`src/hw/rtl/ccpd_pkg.sv`:
```
// Shared constants and types of the COBS / CRC-8 packet deframer.
// No dependencies; imported by the interfaces and all modules.
`default_nettype none

package ccpd_pkg;

    localparam int RX_FRAME_DEPTH = 64;
    localparam int MAX_PACKET     = 35;
    localparam int RUN_LIMIT      = 32;
    localparam int MIN_FRAME      = 4;
    localparam int MIN_PACKET     = 3;

    localparam int FCOUNT_W = $clog2(RX_FRAME_DEPTH + 1);
    localparam int FADDR_W  = $clog2(RX_FRAME_DEPTH);
    localparam int PCOUNT_W = $clog2(MAX_PACKET + 1);
    localparam int PADDR_W  = $clog2(MAX_PACKET);

    localparam int STATUS_W = 2;
    localparam int LEN_W    = 6;
    localparam int POS_W    = 5;
    localparam int TOTAL_W  = 32;

    localparam logic [7:0] CRC_POLY = 8'h07;

    localparam logic [STATUS_W-1:0] ST_GOOD  = 2'd0;
    localparam logic [STATUS_W-1:0] ST_FRAME = 2'd1;
    localparam logic [STATUS_W-1:0] ST_CRC   = 2'd2;

    typedef struct packed {
        logic clr;
        logic step;
    } crc_ctl_t;

    typedef struct packed {
        logic frame_err;
        logic crc_err;
        logic good;
    } bump_t;

    typedef struct packed {
        logic [STATUS_W-1:0] status;
        logic [7:0]          packet_type;
        logic [LEN_W-1:0]    payload_length;
        logic [7:0]          payload_byte;
        logic [POS_W-1:0]    byte_position;
        logic                byte_valid;
        logic                last;
    } res_t;

endpackage

`default_nettype wire

```
`src/hw/rtl/ccpd_rx_if.sv`:
```
// Receive byte channel: valid/ready handshake carrying one link byte.
// Depends on ccpd_pkg.
`default_nettype none

interface ccpd_rx_if import ccpd_pkg::*; ();

    logic       valid;
    logic       ready;
    logic [7:0] rx_byte;

    modport source (output valid, output rx_byte, input ready);
    modport sink   (input valid, input rx_byte, output ready);

endinterface

`default_nettype wire

```
`src/hw/rtl/ccpd_res_if.sv`:
```
// Result channel: valid/ready handshake carrying one deframer result.
// Depends on ccpd_pkg for field widths.
`default_nettype none

interface ccpd_res_if import ccpd_pkg::*; ();

    logic                valid;
    logic                ready;
    logic [STATUS_W-1:0] status;
    logic [7:0]          packet_type;
    logic [LEN_W-1:0]    payload_length;
    logic [7:0]          payload_byte;
    logic [POS_W-1:0]    byte_position;
    logic                byte_valid;
    logic                last;
    logic [TOTAL_W-1:0]  framing_error_total;
    logic [TOTAL_W-1:0]  crc_error_total;
    logic [TOTAL_W-1:0]  packet_total;

    modport source (
        output valid, output status, output packet_type, output payload_length,
        output payload_byte, output byte_position, output byte_valid, output last,
        output framing_error_total, output crc_error_total, output packet_total,
        input ready
    );
    modport sink (
        input valid, input status, input packet_type, input payload_length,
        input payload_byte, input byte_position, input byte_valid, input last,
        input framing_error_total, input crc_error_total, input packet_total,
        output ready
    );

endinterface

`default_nettype wire

```
`src/hw/rtl/ccpd_crc8.sv`:
```
// Shared CRC-8 unit (polynomial 0x07, MSB first), one byte per step.
// Depends on ccpd_pkg.
`default_nettype none

module ccpd_crc8 import ccpd_pkg::*; (
    input  wire logic       clk,
    input  wire logic       rst_n,
    input  wire crc_ctl_t   ctl,
    input  wire logic [7:0] data,
    output logic [7:0]      crc
);

    logic [7:0] crc_reg;
    logic [7:0] crc_next;

    function automatic logic [7:0] crc8_byte(input logic [7:0] c_in, input logic [7:0] d);
        logic [7:0] c;
        c = c_in ^ d;
        for (int b = 0; b < 8; b++)
        begin
            c = c[7] ? ({c[6:0], 1'b0} ^ CRC_POLY) : {c[6:0], 1'b0};
        end
        return c;
    endfunction

    always_comb
    begin
        crc_next = crc_reg;
        if (ctl.clr)
        begin
            crc_next = 8'h00;
        end
        else if (ctl.step)
        begin
            crc_next = crc8_byte(crc_reg, data);
        end
    end

    always_ff @(posedge clk or negedge rst_n)
    begin
        if (!rst_n)
        begin
            crc_reg <= 8'h00;
        end
        else
        begin
            crc_reg <= crc_next;
        end
    end

    assign crc = crc_reg;

endmodule

`default_nettype wire

```
`src/hw/rtl/ccpd_stats.sv`:
```
// Wrapping 32-bit counters of framing errors, CRC errors and good packets.
// Depends on ccpd_pkg.
`default_nettype none

module ccpd_stats import ccpd_pkg::*; (
    input  wire logic         clk,
    input  wire logic         rst_n,
    input  wire bump_t        bump,
    output logic [TOTAL_W-1:0] framing_error_total,
    output logic [TOTAL_W-1:0] crc_error_total,
    output logic [TOTAL_W-1:0] packet_total
);

    logic [TOTAL_W-1:0] frame_cnt_reg, frame_cnt_next;
    logic [TOTAL_W-1:0] crc_cnt_reg, crc_cnt_next;
    logic [TOTAL_W-1:0] good_cnt_reg, good_cnt_next;

    always_comb
    begin
        frame_cnt_next = frame_cnt_reg + TOTAL_W'(bump.frame_err);
        crc_cnt_next   = crc_cnt_reg + TOTAL_W'(bump.crc_err);
        good_cnt_next  = good_cnt_reg + TOTAL_W'(bump.good);
    end

    always_ff @(posedge clk or negedge rst_n)
    begin
        if (!rst_n)
        begin
            frame_cnt_reg <= '0;
            crc_cnt_reg   <= '0;
            good_cnt_reg  <= '0;
        end
        else
        begin
            frame_cnt_reg <= frame_cnt_next;
            crc_cnt_reg   <= crc_cnt_next;
            good_cnt_reg  <= good_cnt_next;
        end
    end

    assign framing_error_total = frame_cnt_reg;
    assign crc_error_total     = crc_cnt_reg;
    assign packet_total        = good_cnt_reg;

endmodule

`default_nettype wire

```
`src/hw/rtl/cobs_crc8_packet_deframer.sv`:
```
// COBS / CRC-8 packet deframer: sequencer, frame store and packet store.
// Depends on ccpd_pkg, ccpd_rx_if, ccpd_res_if, ccpd_crc8 and ccpd_stats.
//
// Use: link bytes enter on rx, one transaction per byte; results leave on
// result. A non-zero byte is written to the frame store and rx stays ready,
// unless the store is full, which drops the frame as a framing error.
// A zero byte closes the frame: a frame of MIN_FRAME bytes or more is walked
// by the sequencer, a fetch and a decode state per stored byte (one read port
// with a registered read), writing the decoded packet to the packet store and
// stepping the shared CRC-8 unit once per decoded byte, then checked in its
// own state; a shorter frame is a framing error. A good packet then gives one
// result per payload byte, each via a packet store read, a load and a present
// step, held by any stall; a packet with no payload or an error gives a single
// result. A delimiter with an empty store gives nothing. rx is not ready from
// the delimiter until the frame's last result has been taken; a stalled
// receiver holds the result and the whole block. Reset clears the byte count,
// the counters and the sequencer; the stores are not cleared, and no clearing
// pass runs, so rx is ready straight away.
`default_nettype none

module cobs_crc8_packet_deframer import ccpd_pkg::*; (
    input  wire logic   clk,
    input  wire logic   rst_n,
    ccpd_rx_if.sink     rx,
    ccpd_res_if.source  result
);

    localparam logic [2:0] S_IDLE   = 3'd0;
    localparam logic [2:0] S_FETCH  = 3'd1;
    localparam logic [2:0] S_DEC    = 3'd2;
    localparam logic [2:0] S_CHECK  = 3'd3;
    localparam logic [2:0] S_EFETCH = 3'd4;
    localparam logic [2:0] S_ELOAD  = 3'd5;
    localparam logic [2:0] S_OUT    = 3'd6;

    localparam res_t RES_FRAME = '{
        status: ST_FRAME, packet_type: 8'h00, payload_length: '0,
        payload_byte: 8'h00, byte_position: '0, byte_valid: 1'b0, last: 1'b1
    };
    localparam res_t RES_CRC = '{
        status: ST_CRC, packet_type: 8'h00, payload_length: '0,
        payload_byte: 8'h00, byte_position: '0, byte_valid: 1'b0, last: 1'b1
    };

    logic [2:0]          state_reg, state_next;
    logic [FCOUNT_W-1:0] byte_count_reg, byte_count_next;
    logic [FCOUNT_W-1:0] frame_len_reg, frame_len_next;
    logic [FCOUNT_W-1:0] rd_reg, rd_next;
    logic [PCOUNT_W-1:0] wr_reg, wr_next;
    logic [7:0]          left_reg, left_next;
    logic                pend_zero_reg, pend_zero_next;
    logic                fault_reg, fault_next;
    logic [7:0]          type_reg, type_next;
    logic [7:0]          plen_reg, plen_next;
    logic [POS_W-1:0]    pos_reg, pos_next;
    res_t                res_reg, res_next;

    logic [7:0]          fmem [RX_FRAME_DEPTH];
    logic [7:0]          fdata_reg;
    logic                fmem_we;

    logic [7:0]          pmem [MAX_PACKET];
    logic [7:0]          pdata_reg;
    logic                pmem_we;
    logic                wr_req;
    logic [7:0]          pmem_wdata;
    logic [PADDR_W-1:0]  pmem_raddr;

    crc_ctl_t            crc_ctl;
    logic [7:0]          crc_value;
    bump_t               bump;

    ccpd_crc8 u_crc8 (
        .clk   (clk),
        .rst_n (rst_n),
        .ctl   (crc_ctl),
        .data  (pmem_wdata),
        .crc   (crc_value)
    );

    ccpd_stats u_stats (
        .clk                 (clk),
        .rst_n               (rst_n),
        .bump                (bump),
        .framing_error_total (result.framing_error_total),
        .crc_error_total     (result.crc_error_total),
        .packet_total        (result.packet_total)
    );

    // Payload bytes follow the type and length bytes.
    assign pmem_raddr = PADDR_W'(pos_reg) + PADDR_W'(2);

    always_comb
    begin
        state_next      = state_reg;
        byte_count_next = byte_count_reg;
        frame_len_next  = frame_len_reg;
        rd_next         = rd_reg;
        wr_next         = wr_reg;
        left_next       = left_reg;
        pend_zero_next  = pend_zero_reg;
        fault_next      = fault_reg;
        type_next       = type_reg;
        plen_next       = plen_reg;
        pos_next        = pos_reg;
        res_next        = res_reg;
        fmem_we         = 1'b0;
        pmem_we         = 1'b0;
        wr_req          = 1'b0;
        pmem_wdata      = 8'h00;
        crc_ctl         = '0;
        bump            = '0;

        case (state_reg)
            S_IDLE:
            begin
                if (rx.valid)
                begin
                    if (rx.rx_byte != 8'h00)
                    begin
                        if (byte_count_reg < FCOUNT_W'(RX_FRAME_DEPTH))
                        begin
                            fmem_we         = 1'b1;
                            byte_count_next = byte_count_reg + FCOUNT_W'(1);
                        end
                        else
                        begin
                            // Store full: drop the byte and the frame.
                            byte_count_next = '0;
                            bump.frame_err  = 1'b1;
                            res_next        = RES_FRAME;
                            state_next      = S_OUT;
                        end
                    end
                    else if (byte_count_reg != '0)
                    begin
                        byte_count_next = '0;
                        if (byte_count_reg < FCOUNT_W'(MIN_FRAME))
                        begin
                            bump.frame_err = 1'b1;
                            res_next       = RES_FRAME;
                            state_next     = S_OUT;
                        end
                        else
                        begin
                            frame_len_next = byte_count_reg;
                            rd_next        = '0;
                            wr_next        = '0;
                            left_next      = 8'h00;
                            pend_zero_next = 1'b0;
                            fault_next     = 1'b0;
                            crc_ctl.clr    = 1'b1;
                            state_next     = S_FETCH;
                        end
                    end
                end
            end

            S_FETCH:
            begin
                state_next = S_DEC;
            end

            S_DEC:
            begin
                if (left_reg == 8'h00)
                begin
                    // Code byte: emit the zero owed by the previous short block.
                    left_next      = fdata_reg - 8'd1;
                    pend_zero_next = (fdata_reg != 8'hFF);
                    wr_req         = pend_zero_reg;
                    pmem_wdata     = 8'h00;
                end
                else
                begin
                    left_next  = left_reg - 8'd1;
                    wr_req     = 1'b1;
                    pmem_wdata = fdata_reg;
                end

                if (wr_req)
                begin
                    if (wr_reg == PCOUNT_W'(MAX_PACKET))
                    begin
                        fault_next = 1'b1;
                    end
                    else
                    begin
                        pmem_we      = 1'b1;
                        crc_ctl.step = 1'b1;
                        wr_next      = wr_reg + PCOUNT_W'(1);
                        if (wr_reg == PCOUNT_W'(0))
                        begin
                            type_next = pmem_wdata;
                        end
                        if (wr_reg == PCOUNT_W'(1))
                        begin
                            plen_next = pmem_wdata;
                        end
                    end
                end

                rd_next = rd_reg + FCOUNT_W'(1);
                if (fault_next || (rd_next == frame_len_reg))
                begin
                    state_next = S_CHECK;
                end
                else
                begin
                    state_next = S_FETCH;
                end
            end

            S_CHECK:
            begin
                pos_next   = '0;
                state_next = S_OUT;
                // A block still open at the frame end ran past the frame.
                if (fault_reg || (left_reg != 8'h00) || (wr_reg < PCOUNT_W'(MIN_PACKET)))
                begin
                    bump.frame_err = 1'b1;
                    res_next       = RES_FRAME;
                end
                else if ((plen_reg > 8'(RUN_LIMIT))
                         || ((10'(plen_reg) + 10'd3) != 10'(wr_reg)))
                begin
                    bump.crc_err = 1'b1;
                    res_next     = RES_CRC;
                end
                else if (crc_value != 8'h00)
                begin
                    // CRC over the whole packet, check byte included, leaves zero.
                    bump.crc_err = 1'b1;
                    res_next     = RES_CRC;
                end
                else
                begin
                    bump.good = 1'b1;
                    if (plen_reg == 8'h00)
                    begin
                        res_next = '{
                            status: ST_GOOD, packet_type: type_reg, payload_length: '0,
                            payload_byte: 8'h00, byte_position: '0,
                            byte_valid: 1'b0, last: 1'b1
                        };
                    end
                    else
                    begin
                        state_next = S_EFETCH;
                    end
                end
            end

            S_EFETCH:
            begin
                state_next = S_ELOAD;
            end

            S_ELOAD:
            begin
                res_next = '{
                    status: ST_GOOD, packet_type: type_reg,
                    payload_length: plen_reg[LEN_W-1:0], payload_byte: pdata_reg,
                    byte_position: pos_reg, byte_valid: 1'b1,
                    last: ((8'(pos_reg) + 8'd1) == plen_reg)
                };
                state_next = S_OUT;
            end

            S_OUT:
            begin
                if (result.ready)
                begin
                    if (res_reg.last)
                    begin
                        state_next = S_IDLE;
                    end
                    else
                    begin
                        pos_next   = pos_reg + POS_W'(1);
                        state_next = S_EFETCH;
                    end
                end
            end

            default:
            begin
                state_next = S_IDLE;
            end
        endcase
    end

    always_ff @(posedge clk or negedge rst_n)
    begin
        if (!rst_n)
        begin
            state_reg      <= S_IDLE;
            byte_count_reg <= '0;
        end
        else
        begin
            state_reg      <= state_next;
            byte_count_reg <= byte_count_next;
        end
    end

    always_ff @(posedge clk)
    begin
        frame_len_reg <= frame_len_next;
        rd_reg        <= rd_next;
        wr_reg        <= wr_next;
        left_reg      <= left_next;
        pend_zero_reg <= pend_zero_next;
        fault_reg     <= fault_next;
        type_reg      <= type_next;
        plen_reg      <= plen_next;
        pos_reg       <= pos_next;
        res_reg       <= res_next;
    end

    always_ff @(posedge clk)
    begin
        if (fmem_we)
        begin
            fmem[byte_count_reg[FADDR_W-1:0]] <= rx.rx_byte;
        end
        fdata_reg <= fmem[rd_reg[FADDR_W-1:0]];
    end

    always_ff @(posedge clk)
    begin
        if (pmem_we)
        begin
            pmem[wr_reg[PADDR_W-1:0]] <= pmem_wdata;
        end
        pdata_reg <= pmem[pmem_raddr];
    end

    assign rx.ready              = (state_reg == S_IDLE);
    assign result.valid          = (state_reg == S_OUT);
    assign result.status         = res_reg.status;
    assign result.packet_type    = res_reg.packet_type;
    assign result.payload_length = res_reg.payload_length;
    assign result.payload_byte   = res_reg.payload_byte;
    assign result.byte_position  = res_reg.byte_position;
    assign result.byte_valid     = res_reg.byte_valid;
    assign result.last           = res_reg.last;

endmodule

`default_nettype wire

```
`src/flat_wrapper.sv`:
```
// flat-port wrapper written by rule: the top's interface ports become plain ports
module cobs_crc8_packet_deframer_flat import ccpd_pkg::*;
  (clk, rst_n, rx_valid, rx_rx_byte, rx_ready, result_valid, result_status, result_packet_type, result_payload_length, result_payload_byte, result_byte_position, result_byte_valid, result_last, result_framing_error_total, result_crc_error_total, result_packet_total, result_ready);
  ccpd_rx_if rx_i ();
  ccpd_res_if result_i ();
  input  wire logic clk;
  input  wire logic rst_n;
  input wire logic [$bits(rx_i.valid)-1:0] rx_valid;
  input wire logic [$bits(rx_i.rx_byte)-1:0] rx_rx_byte;
  output wire logic [$bits(rx_i.ready)-1:0] rx_ready;
  output wire logic [$bits(result_i.valid)-1:0] result_valid;
  output wire logic [$bits(result_i.status)-1:0] result_status;
  output wire logic [$bits(result_i.packet_type)-1:0] result_packet_type;
  output wire logic [$bits(result_i.payload_length)-1:0] result_payload_length;
  output wire logic [$bits(result_i.payload_byte)-1:0] result_payload_byte;
  output wire logic [$bits(result_i.byte_position)-1:0] result_byte_position;
  output wire logic [$bits(result_i.byte_valid)-1:0] result_byte_valid;
  output wire logic [$bits(result_i.last)-1:0] result_last;
  output wire logic [$bits(result_i.framing_error_total)-1:0] result_framing_error_total;
  output wire logic [$bits(result_i.crc_error_total)-1:0] result_crc_error_total;
  output wire logic [$bits(result_i.packet_total)-1:0] result_packet_total;
  input wire logic [$bits(result_i.ready)-1:0] result_ready;
  assign rx_i.valid = rx_valid;
  assign rx_i.rx_byte = rx_rx_byte;
  assign rx_ready = rx_i.ready;
  assign result_valid = result_i.valid;
  assign result_status = result_i.status;
  assign result_packet_type = result_i.packet_type;
  assign result_payload_length = result_i.payload_length;
  assign result_payload_byte = result_i.payload_byte;
  assign result_byte_position = result_i.byte_position;
  assign result_byte_valid = result_i.byte_valid;
  assign result_last = result_i.last;
  assign result_framing_error_total = result_i.framing_error_total;
  assign result_crc_error_total = result_i.crc_error_total;
  assign result_packet_total = result_i.packet_total;
  assign result_i.ready = result_ready;
  cobs_crc8_packet_deframer u_core (.clk(clk), .rst_n(rst_n), .rx(rx_i), .result(result_i));
endmodule
```
`config.mk`:
```
export PLATFORM = sky130hd
export DESIGN_NAME = cobs_crc8_packet_deframer_flat
export DESIGN_NICKNAME = d
export VERILOG_FILES = /design/src/hw/rtl/ccpd_pkg.sv /design/src/hw/rtl/ccpd_rx_if.sv /design/src/hw/rtl/ccpd_res_if.sv /design/src/hw/rtl/ccpd_crc8.sv /design/src/hw/rtl/ccpd_stats.sv /design/src/hw/rtl/cobs_crc8_packet_deframer.sv /design/src/flat_wrapper.sv
export SDC_FILE = /design/constraint.sdc
export NUM_CORES = 1
export LEC_CHECK = 0
export ABC_AREA = 1
export ABC_CLOCK_PERIOD_IN_PS = 3500
export BUFFER_PORTS_ARGS = -buffer_cell sky130_fd_sc_hd__buf_2
export CAP_MARGIN = 0
export CELL_PAD_IN_SITES_DETAIL_PLACEMENT = 1
export CELL_PAD_IN_SITES_GLOBAL_PLACEMENT = 2
export CORE_ASPECT_RATIO = 0.6
export CORE_UTILIZATION = 43
export DETAILED_ROUTE_END_ITERATION = 12
export PLACE_DENSITY_LB_ADDON = 0.1
export SLEW_MARGIN = 15
export SYNTH_ARGS = -nofsm -noshare
export SYNTH_HDL_FRONTEND = slang
export SYNTH_SLANG_ARGS = --single-unit
```
`constraint.sdc`:
```
create_clock -name clk -period 3.5 [get_ports clk]
set_input_delay 1.05 -clock clk [delete_from_list [all_inputs] [get_ports clk]]
set_output_delay 1.05 -clock clk [all_outputs]
set_load 0.005 [all_outputs]
```
-- Yosys cells after proc, flatten, opt, wreduce, memory -nomap -nowiden
Memories as Yosys holds them, arrays and structs flattened. A register that Yosys moved wholly into a read port is not among the register bits.
Index checks and enable logic that the tools add are counted.
- register bits after elaboration: 196
- bits in writable memories: 792
- memories: 2
- memory list (name ; depth ; width ; read ports ; clocked after Yosys merged registers in ; write ports ; RTL line ; text):
    u_core.fmem ; 64 ; 8 ; 1 ; 1 ; 1 ; cobs_crc8_packet_deframer.sv:58 ; logic [7:0] fmem [RX_FRAME_DEPTH];
    u_core.pmem ; 35 ; 8 ; 1 ; 1 ; 1 ; cobs_crc8_packet_deframer.sv:62 ; logic [7:0] pmem [MAX_PACKET];
- $add $sub $neg: 12
- $lt $le $gt $ge: 4
- equality and inequality tests: 25
- mux-type cells: 100
- bitwise gates (word level): 12
- reductions and logical operators: 27
- operators by type and width (cell ; count):
    2-to-1 mux 31 bit ; 9
    adder 32 x 1 -> 32 bit ; 3
    case mux 31 bit (3 select lines) ; 1
    2-to-1 mux 8 bit ; 9
    2-to-1 mux 3 bit ; 18
    2-to-1 mux 7 bit ; 7
    2-to-1 mux 1 bit ; 36
    2-to-1 mux 6 bit ; 6
    inverter 3 bit ; 8
    nonzero test 8 bit ; 3
    case mux 3 bit (7 select lines) ; 1
    zero test 8 bit ; 2
    case mux 8 bit (2 select lines) ; 1
    subtractor 8 x 1 -> 8 bit, second input constant ; 2
    adder 7 x 1 -> 7 bit, second input constant ; 2
    case mux 7 bit (2 select lines) ; 1
    != test 2 bit, second input constant ; 6
    case mux 6 bit (2 select lines) ; 1
    AND reduction 4 bit ; 3
    AND reduction 6 bit ; 2
    2-to-1 mux 5 bit ; 2
    != test 10 x 6 -> 1 bit ; 1
    case mux 5 bit (2 select lines) ; 1
    AND reduction 5 bit ; 2
    other kinds (33) ; 53

-- Longest topological paths before layout
Gate-level depths: netlist of run 1.
- depth in word-level cells: 22
- gate-level depth with buffers: 24

-- Modules after synthesis
Synthesis of run 1 repeated with hierarchy kept, for this count alone.
- cell total of the unflattened synthesis: 3693
- area, all modules: 42599.6 um^2
- modules (own cells, without submodules) (module ; instances ; cells an instance ; area an instance (um^2) ; sequential area each (um^2)):
    cobs_crc8_packet_deframer ; 1 ; 2902 ; 36698.9 ; 26815.7
    ccpd_stats ; 1 ; 678 ; 5216.3 ; 2402.3
    ccpd_crc8 ; 1 ; 113 ; 684.4 ; 200.2

-- Least setup slack after synthesis of run 1
Ideal clock, no wire load.
- path type: input -> register
- from: input rx_rx_byte[0]
- to: register u_core.pend_zero_reg, enable pin
- library setup time: 0.294 ns
- data arrival time: 3.092 ns
- path slack: 0.114 ns
- cell stages on the path: 8
- buffers on the path: 0
- cell sequence: nor2_1 -> nand2_1 -> nor2_1 -> o21ai_0 -> inv_1 -> nor2_1 -> nor3_1 -> o21a_1
- word-level cells in the longest chain between the ends: 3
- RTL lines (item ; RTL line ; text):
    from (decl) ; flat_wrapper.sv:9 ; input wire logic [$bits(rx_i.rx_byte)-1:0] rx_rx_byte;
    nonzero test 8 bit ; cobs_crc8_packet_deframer.sv:119 ; if (rx.rx_byte != 8'h00)
    != test 2 bit (no line) ; - ;
    AND reduction 6 bit (no line) ; - ;
    to (signal assigned) ; cobs_crc8_packet_deframer.sv:313 ; pend_zero_reg <= pend_zero_next;
    to (decl) ; cobs_crc8_packet_deframer.sv:51 ; logic pend_zero_reg, pend_zero_next;
Every way passes these cells.
A chain may end at the register's enable or synchronous reset.

-- Final worst setup path of run 1
- from: register u_core.state_reg[0]
- to: register u_core.u_stats.frame_cnt_reg[24] (netlist: u_core.u_stats.framing_error_total[24])
- word-level cells in the longest chain between the ends: 3
- RTL lines (item ; RTL line ; text):
    from (decl) ; cobs_crc8_packet_deframer.sv:45 ; logic [2:0] state_reg, state_next;
    from (signal assigned) ; cobs_crc8_packet_deframer.sv:302 ; state_reg <= state_next;
    == test 3 x 2 -> 1 bit or zero test 3 bit (tied branches) ; cobs_crc8_packet_deframer.sv:114 ; case (state_reg)
    case mux 1 bit (2 select lines) (*) ; cobs_crc8_packet_deframer.sv:114 ;
    adder 32 x 1 -> 32 bit (*) ; ccpd_stats.sv:20 ; frame_cnt_next = frame_cnt_reg + TOTAL_W'(bump.frame_err);
    via u_core.u_stats.frame_cnt_next[24] ; ccpd_stats.sv:14 ; logic [TOTAL_W-1:0] frame_cnt_reg, frame_cnt_next;
    to (signal assigned) ; ccpd_stats.sv:35 ; frame_cnt_reg <= frame_cnt_next;
    to (decl) ; ccpd_stats.sv:14 ;
The timed path passes the listed nets; every way through them passes the cells marked *.

==> results of run 1 <==
[worst max-delay path, cell delays in order (launching register included)]
cell     delay (ns)
dfrtp_1        0.43
nor2_1         0.12
inv_1          0.12
nor2_2         0.20
inv_1          0.15
nand2_1        0.12
nand2_1        0.09
o21ai_2        0.20
buf_6          0.14
ha_2           0.17
ha_2           0.17
nand2_1        0.06
nor2_2         0.14
nand3_2        0.10
inv_2          0.07
nand2_2        0.06
nor2_4         0.14
inv_2          0.06
nor3b_4        0.23
nand2_2        0.13
nor2_1         0.14
xor2_1         0.15
[cell type report]
type	instances	area, sq um	share of cell area [%]
well taps	1305	1630	3.38
multi-input cells	2150	10900	22.7
clock buffers	123	2560	5.29
flip-flops and latches	1004	29400	60.9
clock inverters	51	502	1.04
repair buffers	345	2470	5.12
diodes	1	2.50	0.00518
inverters	200	757	1.57
[layer usage]
metal / up-vias / routed length, um
li1: 13100 / -
met1: 15100 / 62900
met2: 1039 / 51900
met3: 149 / 11700
met4: 2 / 1930
met5: - / 11
[cells by family (layout without fill, tap and decap cells)]
| family | Yosys count | in the layout |
|---|---|---|
| buf+inv | 381 | 719 |
| compound gates | 793 | 793 |
| simple gates | 1230 | 1230 |
| xor+xnor | 109 | 109 |
| other cells | 0 | 1 |
| flops | 1004 | 1004 |
| fa+ha+maj | 18 | 18 |
[final timing paths]
path                                                           to                       startpoint  cells after the start  slack, ns
setup reg to reg           u_core.u_stats.framing_error_total[24]              u_core.state_reg[0]                     21       0.19
max in group asynchronous      u_core.u_stats.crc_error_total[17]                            rst_n                      2       2.36
hold / removal             u_core.u_stats.framing_error_total[29]                            rst_n                      1       0.40
hold reg to reg                   u_core.u_stats.packet_total[31]  u_core.u_stats.packet_total[31]                      1       0.46
setup / recovery           u_core.u_stats.framing_error_total[24]              u_core.state_reg[0]                     21       0.19
min in group clk                  u_core.u_stats.packet_total[31]  u_core.u_stats.packet_total[31]                      1       0.46
[through the flow]
step                instances  hold WS (ns)  cell area (sq um)  utilization [%]
floorplan                3535         0.423              41700                -
global placement         4985         0.460              44900             46.7
detailed placement       4985         0.464              44900             46.7
CTS                      5164         0.383              48000             50.0
global route             5178         0.420              48300             50.3
finish                   5179         0.399              48300             50.3
[cells in the mapped netlist, drive strengths merged]
library cell,count,share of area [%]
edfxtp,874,63
nor2,710,6.6
o21ai,501,6.0
nand2,321,2.9
inv,198,1.8
o22ai,162,2.4
clkbuf,121,1.1
dfrtp,114,6.8
nand3,113,1.5
xor2,74,1.6
buf,60,0.75
a21oi,48,0.58
o211ai,47,0.85
xnor2,34,0.71
nor3,33,0.46
nand4,31,0.47
o221ai,25,0.53
ha,18,0.54
dfxtp,16,0.77
nor4,11,0.22
or2,5,0.075
a31oi,2,0.030
and3,2,0.030
clkinv,2,0.018
nand3b,2,0.066
nor3b,2,0.048
o21a,2,0.036
o21bai,2,0.036
o31ai,2,0.036
o2111ai,1,0.021
o31a,1,0.021
xnor3,1,0.054
[where the power goes]
part           leakage, nW  switching, mW  internal (mW)
Combinational         6.64           6.97           2.58
Sequential            9.63          0.434           14.1
Clock                 1.50           4.68           5.77
[repair_timing]
action,in CTS,in global routing
setup endpoints to repair,16,35
gates cloned,0,0
setup buffers,5,14
resized for setup,9,49
pin swaps,6,23
==> results_dict.tcl, run 1 <==
set metrics [dict create \
    setup_ws_ns 0.187 \
    grt_remaining_overflow 0 \
    status "finished clean" \
    fin_nets 3826 \
    drc 0 \
    start_util_pct 43.4 \
    power.density_nw_per_um2 714 \
    clock-root-buffer "clkbuf_16" \
    synth_top_family_by_area "simple AND/OR/NAND/NOR gates" \
    required_ns 4.11 \
    clk_pin_slew_ns 0.07 \
    cts.sinks 1004 \
    initialDrtViolationCount 2943 \
    fmax_ghz 0.302 \
    h-tree-depth 3 \
    maxSlewViolCount 0 \
    antenna_found_initial 3 \
    vias_per_cell 5.67 \
    coreArea_sq_um 96000 \
    cts_tree "built" \
    finalPower_mw 34.5 \
    grt_pass1_vias 29500 \
    final_common_cell "edfxtp_1" \
    synthesis.nets 3565 \
    met1_usage_pct 41.3 \
    holdBufCountCts 0 \
    routedWlPerCell_um 24.8 \
    grt.total_usage_pct 26.0 \
    rsz0062_at_grt "yes" \
    synth_xor_area_share_pct 2.32 \
    synthSimpleGateAreaFrac_pct 12.3 \
    avgSynthCellArea_sq_um 11.8 \
    rows 88 \
    fin_skew_ns 0.0212 \
    ys_ff_latch 1004 \
    drtPass1Iterations 7 \
    gp_congestion 0.873 \
    crit_path_max_fanout 6 \
    met3_usage_pct 7.22 \
    syn_area_sq_um 41700 \
    fin_crit_sh_pct 94.6 \
    layout_common_cells "edfxtp_1, nor2_1, o21ai_0" \
    synth-adder-area-share_pct 0.540 \
    dp_slack_ns -0.913 \
    hold_viol_final 0 \
    dieArea_sq_um 98200 \
    detail_route.wirelength_um 128000 \
    pin_count 141 \
    tns_ns 0 \
    syn_inst 3535 \
    largest_reg_flops 512 \
    post-dp-hpwl_um 83600 \
    worstMarginPinSlew_ns 1.05 \
    p_leak_nw 17.8 \
    ys_types 47 \
    cap_violations 0 \
    layout_min_cycle_time_ns 3.31 \
    num_vias 29400 \
    drtAntennaViolNets 0 \
    die_h_um 243 \
    hold_class "primary input to asynchronous set/reset pin" \
    grt_max_degree 185 \
    end_kind "register" \
    syn_to_final_growth_pct 15.9 \
    ir_worst_vdd_mv 0.448 \
    synth_compound_area_share_pct 10.6 \
    seq_area_frac_synth_pct 70.6 \
    cts_made_buffers 95 \
    clockBufferDepth 3 \
    io_buffers 140 \
    crit_path_start_kind "register" \
    drive_gt1_share_pct 14.9 \
    worstSetupPathType "register to register" \
    finalSetupViolCount 0 \
    top_usage_layer "met1" \
    yosysWarnings 0 \
    die_w_um 404 \
    fillers 10000 \
    grt_first_pass_wirelength_um 192000 \
    synthMuxAreaShare_pct 0 \
    worstPathArrival_ns 3.92 \
    met2_usage_pct 35.2 \
    insertion_delay_ns 0.70 \
    maxSlewHeadroom_pct 29.9 \
]
Note: power is estimated with default switching activity, not from simulation.
==> inputs of run 2 (changes only) <==
--- a/config.mk
+++ b/config.mk
@@ -14,6 +14,7 @@
 export CORE_ASPECT_RATIO = 0.6
 export CORE_UTILIZATION = 43
 export DETAILED_ROUTE_END_ITERATION = 12
+export MAX_ROUTING_LAYER = met4
 export PLACE_DENSITY_LB_ADDON = 0.1
 export SLEW_MARGIN = 15
 export SYNTH_ARGS = -nofsm -noshare
==> run 2 against run 1 <==
Via count is 0.35% lower. Design area hardly changed. Final cell count hardly changed. Count of clock-buffer cells in the layout stayed put. First-iteration DRC count is 3.9% lower. Hold slack worse by 0.0071 ns. Sequential share of layout area hardly changed. Register-to-register slack hardly changed. Clock skew is 0.00072 ns lower. Global-route usage is 0.81 points higher. Critical path type unchanged.
==> results_dict.tcl, run 2 (same netlist as run 1, synthesis figures left out) <==
set metrics [dict create \
    status "finished clean" \
    antenna_found_initial 3 \
    cts_made_buffers 95 \
    p_leak_nw 17.8 \
    fin_skew_ns 0.0205 \
    start_util_pct 43.4 \
    cp_slowest_stage_delay_ns 0.42 \
    holdBufCountCts 0 \
    worstMarginPinSlew_ns 1.04 \
    die_h_um 243 \
    fin_crit_sh_pct 94.5 \
    h-tree-depth 3 \
    hold_class "primary input to asynchronous set/reset pin" \
    vias_per_cell 5.65 \
    hold_viol_final 0 \
    met2_usage_pct 35.1 \
    clk_pin_slew_ns 0.07 \
    clockBufferDepth 3 \
    largest_reg_flops 512 \
    fmax_ghz 0.302 \
    rsz0062_at_grt "yes" \
    post-dp-hpwl_um 83600 \
    rr_worst_depth 21 \
    drc 0 \
    finalPower_mw 34.5 \
    grt_remaining_overflow 0 \
    insertion_delay_ns 0.70 \
    power.density_nw_per_um2 713 \
    rows 88 \
    layout_common_cells "edfxtp_1, nor2_1, o21ai_0" \
    coreArea_sq_um 96000 \
    clock-root-buffer "clkbuf_16" \
    detail_route.wirelength_um 128000 \
    pin_count 141 \
    layout_min_cycle_time_ns 3.31 \
    r2r-start "u_core.state_reg[0]" \
    routedWlPerCell_um 24.8 \
    grt.total_usage_pct 26.8 \
    fillers 10100 \
    crit_path_max_fanout 6 \
    rrSetupSlack_ns 0.19 \
    fin_nets 3826 \
    gp_congestion 0.887 \
    num_vias 29300 \
    cp_cell_sequence "nor2_1 -> inv_1 -> nor2_2 -> inv_1 -> nand2_1 -> nand2_1 -> o21ai_2 -> buf_6 -> ha_2 -> ha_2 -> nand2_1 -> nor2_2 -> nand3_2 -> inv_2 -> nand2_2 -> nor2_4 -> inv_2 -> nor3b_4 -> nand2_2 -> nor2_1 -> xor2_1" \
    tns_ns 0 \
    cap_violations 0 \
    io_buffers 140 \
    initialDrtViolationCount 2827 \
    end_kind "register" \
    maxSlewHeadroom_pct 30.4 \
    met3_usage_pct 7.09 \
    top_usage_layer "met1" \
    crit_path_frequent_cell "nand2_1" \
    r2r_end "u_core.u_stats.framing_error_total[24]" \
    ir_worst_vdd_mv 0.452 \
    syn_to_final_growth_pct 15.9 \
    grt_first_pass_wirelength_um 192000 \
    finalSetupViolCount 0 \
    drtAntennaViolNets 0 \
    cts_tree "built" \
    grt_pass1_vias 29400 \
    final_common_cell "edfxtp_1" \
    maxSlewViolCount 0 \
    crit_path_start_kind "register" \
    cts.sinks 1004 \
    drtPass1Iterations 7 \
    grt_max_degree 185 \
    worstSetupPathType "register to register" \
    critical_path.top_delay_family "simple AND/OR/NAND/NOR gates" \
    crit_buf_inv 5 \
    crit_slowest_cell "dfrtp_1" \
    required_ns 4.11 \
    worstPathArrival_ns 3.92 \
    die_w_um 404 \
    met1_usage_pct 41.5 \
    dieArea_sq_um 98200 \
    drive_gt1_share_pct 14.9 \
]
## run 2: changes by cell type in the layout (fill, tap and decap cells not counted), sizes merged
cell   change
diode      +1
## run 2: worst max path at each step
stage	start	to	slack, ns	cells after the start
final	u_core.state_reg[0]	u_core.u_stats.framing_error_total[24]	0.19	21
after global routing	u_core.plen_reg[0]	u_core.u_stats.packet_total[23]	-0.06	21
after CTS	u_core.plen_reg[0]	u_core.u_stats.packet_total[26]	0.02	20
after detailed placement	rx_rx_byte[0]	u_core.u_stats.framing_error_total[28]	-0.91	23
after global placement	rx_rx_byte[5]	u_core.u_stats.framing_error_total[30]	-0.89	24
after floorplan	rx_rx_byte[0]	u_core.pend_zero_reg	0.11	8
## run 2: what timing repair did
| action | in CTS | in global routing |
|---|---|---|
| pin swaps | 6 | 23 |
| gates resized for setup | 9 | 49 |
| gates cloned | 0 | 0 |
| endpoints found under the setup margin | 16 | 35 |
| buffers inserted | 5 | 14 |
## run 2: area by class of cell
class | count | area (sq um) | area share (%)
flip-flops and latches | 1004 | 29400 | 60.9
diodes | 2 | 5.00 | 0.0104
clock inverters | 51 | 502 | 1.04
inverters | 200 | 757 | 1.57
well taps | 1305 | 1630 | 3.38
repair buffers | 345 | 2470 | 5.12
clock buffers | 123 | 2560 | 5.29
multi-input cells | 2150 | 10900 | 22.7
## run 2: metal layers
layer | vias up | share of wire, %
met2 | 1037 | 40
met3 | 154 | 9.4
met5 | - | 0
li1 | 13100 | -
met4 | 0 | 1.5
met1 | 15000 | 49
## run 2: report_power, final
part	switching, mW	leakage (nW)	internal (mW)
clock network	4.67	1.50	5.77
registers	0.434	9.63	14.1
logic	6.93	6.64	2.58
## run 2: metrics by stage
step                      worst slack [ns]  cells  area, sq um  hold WS [ns]  util (%)
after floorplan                      0.114   3535        41700         0.423         -
after global placement              -0.886   4985        44900         0.460      46.7
after detailed placement            -0.913   4985        44900         0.464      46.7
after CTS                           0.0240   5164        48000         0.383      50.0
after global routing               -0.0615   5179        48300         0.403      50.3
final                                0.193   5180        48300         0.391      50.3
## run 2: worst reg2reg max path: stages, from the launching register on
cell and delay (ns):
dfrtp_1 0.42, nor2_1 0.12, inv_1 0.12, nor2_2 0.20, inv_1 0.15, nand2_1 0.12
nand2_1 0.10, o21ai_2 0.20, buf_6 0.14, ha_2 0.18, ha_2 0.17, nand2_1 0.06
nor2_2 0.14, nand3_2 0.10, inv_2 0.07, nand2_2 0.07, nor2_4 0.14, inv_2 0.06
nor3b_4 0.23, nand2_2 0.13, nor2_1 0.14, xor2_1 0.15
